### src/rtl/bss_pkg.sv
package bss_pkg;

    localparam int MAX_SAMPLES = 64;
    localparam int SAMPLE_W    = 8;
    localparam int COUNT_W     = $clog2(MAX_SAMPLES + 1);
    localparam int MID_W       = $clog2(MAX_SAMPLES / 2 + 1);
    localparam int SUM_W       = $clog2(MAX_SAMPLES * 255 + 1);
    localparam int FRAC_W      = 8;
    localparam int DIVIDEND_W  = SUM_W + FRAC_W;
    localparam int MEAN_W      = 16;
    localparam int MEDIAN_W    = SAMPLE_W + 1;
    localparam int DIV_CNT_W   = $clog2(DIVIDEND_W + 1);
    // finishing pass must cover both the median walk and the divider
    localparam int FIN_LAST    = ((MAX_SAMPLES / 2 > DIVIDEND_W) ?
                                  MAX_SAMPLES / 2 : DIVIDEND_W) + 1;
    localparam int STEP_W      = $clog2(FIN_LAST + 1);

    typedef struct packed {
        logic [SAMPLE_W-1:0] sample;
        logic                last;
    } item_t;

    typedef struct packed {
        logic [SAMPLE_W-1:0] minimum;
        logic [SAMPLE_W-1:0] maximum;
        logic [MEAN_W-1:0]   mean_q8;
        logic [MEDIAN_W-1:0] median_x2;
        logic [COUNT_W-1:0]  sample_count;
        logic                overflow;
    } result_t;

    typedef struct packed {
        logic insert;
        logic shift;
        logic clear;
    } cell_cmd_t;

    typedef enum logic [1:0] {
        ST_IDLE   = 2'b01,
        ST_FINISH = 2'b10
    } state_t;

endpackage

### src/rtl/bss_cell.sv
module bss_cell (
    input  logic                          clk,
    input  logic                          rst_n,
    input  bss_pkg::cell_cmd_t            cmd,
    input  logic [bss_pkg::SAMPLE_W-1:0]  sample,
    input  logic [bss_pkg::SAMPLE_W-1:0]  prev_val,
    input  logic                          prev_valid,
    input  logic [bss_pkg::SAMPLE_W-1:0]  next_val,
    input  logic                          next_valid,
    output logic [bss_pkg::SAMPLE_W-1:0]  val,
    output logic                          valid
);

    logic [bss_pkg::SAMPLE_W-1:0] val_reg, val_next;
    logic                         valid_reg, valid_next;
    logic                         here_greater, prev_greater;

    // an empty cell counts as larger than any byte
    assign here_greater = !valid_reg || (val_reg > sample);
    assign prev_greater = !prev_valid || (prev_val > sample);

    always_comb
    begin
        val_next   = val_reg;
        valid_next = valid_reg;
        if (cmd.clear)
        begin
            valid_next = 1'b0;
        end
        else if (cmd.shift)
        begin
            val_next   = next_val;
            valid_next = next_valid;
        end
        else if (cmd.insert)
        begin
            if (prev_greater)
            begin
                val_next   = prev_val;
                valid_next = prev_valid;
            end
            else if (here_greater)
            begin
                val_next   = sample;
                valid_next = 1'b1;
            end
        end
    end

    always_ff @(posedge clk or negedge rst_n)
    begin
        if (!rst_n)
        begin
            valid_reg <= 1'b0;
        end
        else
        begin
            valid_reg <= valid_next;
        end
    end

    always_ff @(posedge clk)
    begin
        val_reg <= val_next;
    end

    assign val   = val_reg;
    assign valid = valid_reg;

endmodule

### src/rtl/bss_div.sv
module bss_div (
    input  logic                            clk,
    input  logic                            rst_n,
    input  logic                            start,
    input  logic [bss_pkg::DIVIDEND_W-1:0]  dividend,
    input  logic [bss_pkg::COUNT_W-1:0]     divisor,
    output logic [bss_pkg::MEAN_W-1:0]      quotient
);

    logic [bss_pkg::DIVIDEND_W-1:0] quo_reg, quo_next;
    logic [bss_pkg::COUNT_W-1:0]    rem_reg, rem_next;
    logic [bss_pkg::COUNT_W-1:0]    dsr_reg, dsr_next;
    logic [bss_pkg::DIV_CNT_W-1:0]  cnt_reg, cnt_next;
    logic [bss_pkg::COUNT_W:0]      rem_shift;
    logic                           fits;

    // one quotient bit per cycle, restoring
    assign rem_shift = {rem_reg, quo_reg[bss_pkg::DIVIDEND_W-1]};
    assign fits      = (rem_shift >= {1'b0, dsr_reg});

    always_comb
    begin
        quo_next = quo_reg;
        rem_next = rem_reg;
        dsr_next = dsr_reg;
        cnt_next = cnt_reg;
        if (start)
        begin
            quo_next = dividend;
            rem_next = '0;
            dsr_next = divisor;
            cnt_next = bss_pkg::DIV_CNT_W'(bss_pkg::DIVIDEND_W);
        end
        else if (cnt_reg != '0)
        begin
            quo_next = {quo_reg[bss_pkg::DIVIDEND_W-2:0], fits};
            rem_next = fits ? bss_pkg::COUNT_W'(rem_shift - {1'b0, dsr_reg})
                            : rem_shift[bss_pkg::COUNT_W-1:0];
            cnt_next = cnt_reg - 1'b1;
        end
    end

    always_ff @(posedge clk or negedge rst_n)
    begin
        if (!rst_n)
        begin
            cnt_reg <= '0;
        end
        else
        begin
            cnt_reg <= cnt_next;
        end
    end

    always_ff @(posedge clk)
    begin
        quo_reg <= quo_next;
        rem_reg <= rem_next;
        dsr_reg <= dsr_next;
    end

    assign quotient = quo_reg[bss_pkg::MEAN_W-1:0];

endmodule

### src/rtl/byte_set_statistics.sv
// a word with last starts the finishing pass, and its result is registered when the
// step counter reaches FIN_LAST (median walk along the cell chain and
// a one-bit-per-cycle divider run in parallel during the finishing pass)
// throughput: 1 word per cycle inside a set, busy through the finishing pass
// reset clears count, max, sum, overflow and all cell valid bits and sets min to all ones at once
// the receiver cannot stall: result_valid is high for exactly one cycle
module byte_set_statistics (
    input  logic              clk,
    input  logic              rst_n,
    input  logic              start,
    input  bss_pkg::item_t    item,
    output logic              busy,
    output logic              result_valid,
    output bss_pkg::result_t  result
);

    localparam int N = bss_pkg::MAX_SAMPLES;

    bss_pkg::state_t                state_reg, state_next;
    logic [bss_pkg::COUNT_W-1:0]    count_reg, count_next;
    logic [bss_pkg::SAMPLE_W-1:0]   min_reg, min_next;
    logic [bss_pkg::SAMPLE_W-1:0]   max_reg, max_next;
    logic [bss_pkg::SUM_W-1:0]      sum_reg, sum_next;
    logic                           drop_reg, drop_next;
    logic [bss_pkg::STEP_W-1:0]     step_reg, step_next;
    logic [bss_pkg::SAMPLE_W-1:0]   lo_reg, lo_next;
    logic [bss_pkg::SAMPLE_W-1:0]   hi_reg, hi_next;
    bss_pkg::result_t               result_reg, result_next;
    logic                           rvalid_reg, rvalid_next;

    logic                           accept, full, keep, emit;
    logic [bss_pkg::MID_W-1:0]      mid_hi, mid_lo;
    logic [bss_pkg::MEAN_W-1:0]     quotient;
    bss_pkg::cell_cmd_t             cmd;

    logic [bss_pkg::SAMPLE_W-1:0]   chain_val [N+1];
    logic                           chain_valid [N+1];

    assign accept = start && (state_reg == bss_pkg::ST_IDLE);
    assign full   = (count_reg == bss_pkg::COUNT_W'(N));
    assign keep   = accept && !full;
    assign emit   = (state_reg == bss_pkg::ST_FINISH) &&
                    (step_reg == bss_pkg::STEP_W'(bss_pkg::FIN_LAST));

    // indexes of the middle pair; equal for an odd count
    assign mid_hi = count_reg[bss_pkg::MID_W:1];
    assign mid_lo = count_reg[0] ? mid_hi : mid_hi - 1'b1;

    assign cmd.insert = keep;
    assign cmd.shift  = (state_reg == bss_pkg::ST_FINISH);
    assign cmd.clear  = emit;

    assign chain_val[N]   = '0;
    assign chain_valid[N] = 1'b0;

    genvar gi;
    generate
        for (gi = 0; gi < N; gi++)
        begin : g_cell
            logic [bss_pkg::SAMPLE_W-1:0] prev_val;
            logic                         prev_valid;
            if (gi == 0)
            begin : g_head
                // head sees a zero that is never greater than the new byte
                assign prev_val   = '0;
                assign prev_valid = 1'b1;
            end
            else
            begin : g_body
                assign prev_val   = chain_val[gi-1];
                assign prev_valid = chain_valid[gi-1];
            end
            bss_cell u_cell (
                .clk        (clk),
                .rst_n      (rst_n),
                .cmd        (cmd),
                .sample     (item.sample),
                .prev_val   (prev_val),
                .prev_valid (prev_valid),
                .next_val   (chain_val[gi+1]),
                .next_valid (chain_valid[gi+1]),
                .val        (chain_val[gi]),
                .valid      (chain_valid[gi])
            );
        end
    endgenerate

    bss_div u_div (
        .clk      (clk),
        .rst_n    (rst_n),
        .start    ((state_reg == bss_pkg::ST_FINISH) && (step_reg == '0)),
        .dividend ({sum_reg, {bss_pkg::FRAC_W{1'b0}}}),
        .divisor  (count_reg),
        .quotient (quotient)
    );

    always_comb
    begin
        state_next  = state_reg;
        count_next  = count_reg;
        min_next    = min_reg;
        max_next    = max_reg;
        sum_next    = sum_reg;
        drop_next   = drop_reg;
        step_next   = step_reg;
        lo_next     = lo_reg;
        hi_next     = hi_reg;
        result_next = result_reg;
        rvalid_next = 1'b0;
        case (state_reg)
            bss_pkg::ST_IDLE:
            begin
                if (keep)
                begin
                    count_next = count_reg + 1'b1;
                    sum_next   = sum_reg + bss_pkg::SUM_W'(item.sample);
                    if (item.sample < min_reg)
                    begin
                        min_next = item.sample;
                    end
                    if (item.sample > max_reg)
                    begin
                        max_next = item.sample;
                    end
                end
                else if (accept)
                begin
                    drop_next = 1'b1;
                end
                if (accept && item.last)
                begin
                    state_next = bss_pkg::ST_FINISH;
                    step_next  = '0;
                end
            end
            bss_pkg::ST_FINISH:
            begin
                // head cell holds the sorted entry at index step_reg
                if (step_reg == bss_pkg::STEP_W'(mid_lo))
                begin
                    lo_next = chain_val[0];
                end
                if (step_reg == bss_pkg::STEP_W'(mid_hi))
                begin
                    hi_next = chain_val[0];
                end
                step_next = step_reg + 1'b1;
                if (emit)
                begin
                    result_next.minimum      = min_reg;
                    result_next.maximum      = max_reg;
                    result_next.sample_count = count_reg;
                    result_next.overflow     = drop_reg;
                    if (count_reg == '0)
                    begin
                        result_next.mean_q8   = '0;
                        result_next.median_x2 = '0;
                    end
                    else
                    begin
                        result_next.mean_q8   = quotient;
                        result_next.median_x2 = {1'b0, lo_reg} + {1'b0, hi_reg};
                    end
                    rvalid_next = 1'b1;
                    state_next  = bss_pkg::ST_IDLE;
                    count_next  = '0;
                    min_next    = '1;
                    max_next    = '0;
                    sum_next    = '0;
                    drop_next   = 1'b0;
                    step_next   = '0;
                end
            end
            default:
            begin
                state_next = bss_pkg::ST_IDLE;
            end
        endcase
    end

    always_ff @(posedge clk or negedge rst_n)
    begin
        if (!rst_n)
        begin
            state_reg  <= bss_pkg::ST_IDLE;
            count_reg  <= '0;
            min_reg    <= '1;
            max_reg    <= '0;
            sum_reg    <= '0;
            drop_reg   <= 1'b0;
            step_reg   <= '0;
            rvalid_reg <= 1'b0;
        end
        else
        begin
            state_reg  <= state_next;
            count_reg  <= count_next;
            min_reg    <= min_next;
            max_reg    <= max_next;
            sum_reg    <= sum_next;
            drop_reg   <= drop_next;
            step_reg   <= step_next;
            rvalid_reg <= rvalid_next;
        end
    end

    always_ff @(posedge clk)
    begin
        lo_reg     <= lo_next;
        hi_reg     <= hi_next;
        result_reg <= result_next;
    end

    assign busy         = (state_reg != bss_pkg::ST_IDLE);
    assign result_valid = rvalid_reg;
    assign result       = result_reg;

endmodule

### config.mk
export PLATFORM = sky130hd
export DESIGN_NAME = byte_set_statistics
export DESIGN_NICKNAME = d
export VERILOG_FILES = /design/src/rtl/bss_pkg.sv /design/src/rtl/bss_cell.sv /design/src/rtl/bss_div.sv /design/src/rtl/byte_set_statistics.sv
export SDC_FILE = /design/constraint.sdc
export NUM_CORES = 2
export LEC_CHECK = 0
export BUFFER_PORTS_ARGS = -buffer_cell sky130_fd_sc_hd__buf_2
export CAP_MARGIN = 40
export CORE_MARGIN = 5
export CORE_UTILIZATION = 58
export CTS_CLUSTER_DIAMETER = 150
export CTS_CLUSTER_SIZE = 8
export DETAILED_ROUTE_END_ITERATION = 8
export PLACE_DENSITY = 0.74
export SLEW_MARGIN = 20
export SYNTH_ARGS = -nofsm -noshare
export SYNTH_HDL_FRONTEND = slang
export SYNTH_SLANG_ARGS = --single-unit
### constraint.sdc
create_clock -name clk -period 3.5 [get_ports clk]
set_input_delay 0.525 -clock clk [delete_from_list [all_inputs] [get_ports clk]]
set_output_delay 0.525 -clock clk [all_outputs]
set_load 0.02 [all_outputs]
==> impl_metrics.yaml <==
clock_tree:
  numClockSinks: 729
  clk_latency_ns: 0.70
  cts_tree: "yes"
  cts_made_buffers: 101
  cts_setup_buffers: 0
  cts_resized: 0
  cts_root_buffer: "clkbuf_16"
  cts_max_level: 3
  cts_max_path_buffers: 3
  path_clk_slew_ns: 0.06
  ctsHoldBuffers: 1
drt:
  wire_per_inst_um: 24.0
  viasPerCell: 6.78
  met2_length_mm: 73.8
  drtPass1Iterations: 6
  num_vias: 45700
  dr.max_layer_used: "met4"
  route.detailed.drc: 0
  wl_met3_mm: 16.3
  first_iter_violations: 5359
  drt.antenna.violating_nets: 0
  wl_mm: 162
  wl_met1_mm: 63.5
place:
  io_buffers: 62
  place_hpwl_mm: 109
  place_congestion: 0.935
  placedCellCount: 6544
final_layout:
  fin_util: 0.656
  largest_reg_flops: 512
  area_growth_pct: 12.7
  drive_above_1_share: 0.125
  fin_nets: 6059
  instances_no_fill: 6740
  fill_cells: 6913
hold_path:
  hold_class: "input port to register"
  hold_depth: 2
power_and_ir_drop:
  switching_share: 0.421
  p_leak_nw: 22.1
  peakVddDrop_uv: 545
  p_per_area_nw_per_um2: 921
  switchingPower_w: 0.0224
  clkPwrFrac: 0.179
  comb_power_share: 0.457
  power_frac_seq: 0.363
  power_w: 0.0532
  intPower_w: 0.0308
logic_synthesis:
  syn_avg_cell_area_um2: 9.58
  synth_warnings: 0
  netlist_area_um2: 51200
  synthMuxAreaShare: 0.00376
  synth_nets: 5920
  yosysMostFrequentCell: "nand2_1"
  synthAdderAreaFrac: 0.138
  synth_top_family_by_area: "compound AO/OA/AOI/OAI gates"
  synthSimpleGateAreaFrac: 0.168
  ys_seq_area_frac: 0.413
  synth_seq_cells: 729
  ys_types: 85
  synthTopCellsByCount: "997 x nand2_1, 652 x o21ai_0, 598 x edfxtp_1"
  synthFlopType: "edfxtp_1"
  synth_xor_area_frac: 0.00428
  yosys-top-cells-area: "edfxtp_1 35%, ha_1 14%, nand2_1 7.3%"
  synth_top_area_frac: 0.351
  async_flop_share: 0.159
  synth_compound_area_frac: 0.232
  synth_edf_count: 598
  postSynthCellCount: 5347
  yosysTopAreaCell: "edfxtp_1"
critical_path:
  critPathArrivalTime_ns: 3.24
  crit_fanout: 24
  crit_type: "register to register"
  worstRegToRegCells: 8
  worst_setup_path_end_kind: "register"
  worst_setup_path_start_kind: "register"
  critPathRequiredTime_ns: 3.82
grt:
  grt_antenna_before_repair: 1
  track_usage: 0.332
  grt_pass1_wl_mm: 250
  gr-total-overflow: 0
  grt_max_degree: 226
  grt_pass1_vias: 44500
floorplan:
  die_area_um2: 94300
  die_h_um: 307
  initial_core_util: 0.582
  core_area_um2: 88000
  ios: 63
  die_x_um: 307
  fp-row-count: 109
job:
  max-cap-violations: 0
timing:
  hold_slack_ns: 0.0409
  hold_viol: 0
  rsz0062_at_grt: "false"
  min_period_ns: 2.92
  max_freq_ghz: 0.343
  finalMaxSlewViolations: 0
  max_slew.worst_pin.slew_ns: 1.25
  setup_violations: 0
  tns_ns: 0
  fin_worst_skew_ns: 0.0380
  post-route-period-util: 0.833
  slew_headroom: 0.164
outcome:
  status: "completed"
==> metal layers <==
layer | vias up | GRT usage
met4 | 0 | 0.147
li1 | 20600 | -
met1 | 21900 | 0.443
met3 | 603 | 0.0602
met2 | 2565 | 0.534
met5 | - | 0
==> power groups by stage <==
| stage | logic [W] | clock network (W) | registers (W) |
|---|---|---|---|
| floorplan | 0.0182 | 0 | 0.0169 |
| detailed placement | 0.0238 | 0 | 0.0192 |
| global route | 0.0271 | 0.00992 | 0.0195 |
| CTS | 0.0240 | 0.00955 | 0.0191 |
| global placement | 0.0228 | 0 | 0.0192 |
| finish | 0.0243 | 0.00954 | 0.0193 |
==> area by class of cell <==
class                           instances  area [um^2]  share of cell area
Multi-Input combinational cell       4133        28400               0.493
Sequential cell                       729        21200               0.367
Timing Repair Buffer                  339         2880              0.0499
Clock buffer                          183         2840              0.0491
Tap cell                             1165         1460              0.0253
Inverter                              182          709              0.0123
Clock inverter                          8          205             0.00356
Antenna cell                            1         2.50           0.0000434
==> cell families after synthesis <==
| logic type | after synthesis |
|---|---|
| AND/OR/NAND/NOR | 1857 |
| AO/OA/AOI/OAI | 1671 |
| flip-flops | 729 |
| adder cells (fa/ha/maj) | 561 |
| buffers and inverters | 485 |
| XOR/XNOR | 25 |
| multiplexers | 19 |
==> worst max-delay path, cell delays in order, from the launching register on <==
cell and delay (ns):
dfrtp_1 0.46, inv_1 0.12, ha_1 0.14, and2_1 0.19, and2_1 0.30, nor2_4 0.06
nor2_4 0.42, buf_4 0.57, a41oi_2 0.22
==> path summary, 6_finish.rpt <==
check	from	end	slack [ns]
min	item[0]	state_reg[0]	0.04
max	step_reg[1]	g_cell[19].u_cell.val[0]	0.58
max in group asynchronous	rst_n	min_reg[3]	2.25
max reg2reg	step_reg[1]	g_cell[19].u_cell.val[0]	0.58
min reg2reg	u_div.quo_reg[2]	u_div.quo_reg[2]	0.47
min in group asynchronous	rst_n	sum_reg[6]	0.40
==> metrics by stage <==
stage          setup slack [ns]  instance area (um^2)
2_1_floorplan            -0.197                 51600
3_3_place_gp              0.150                 54500
3_5_place_dp             0.0637                 54600
4_1_cts                   0.717                 57700
5_1_grt                   0.548                 57700
6_report                  0.583                 57700
==> cell usage in the layout, fill, tap and decap left out, drive strengths merged, types with 24 or more instances in the layout <==
master / instances
inv: 175
o31ai: 45
nand3: 176
a32oi: 25
or2: 66
edfxtp: 598
a221o: 24
nor3: 33
a211oi: 65
nor2: 148
a21oi: 157
o211ai: 428
ha: 558
nand4: 241
clkbuf: 184
nand2b: 56
o21ai: 660
a41oi: 34
nor2b: 71
a2111oi: 46
a31oi: 34
buf: 337
nand2: 998
dfrtp: 107
a21o: 43
(Power assumes the default switching activity.)
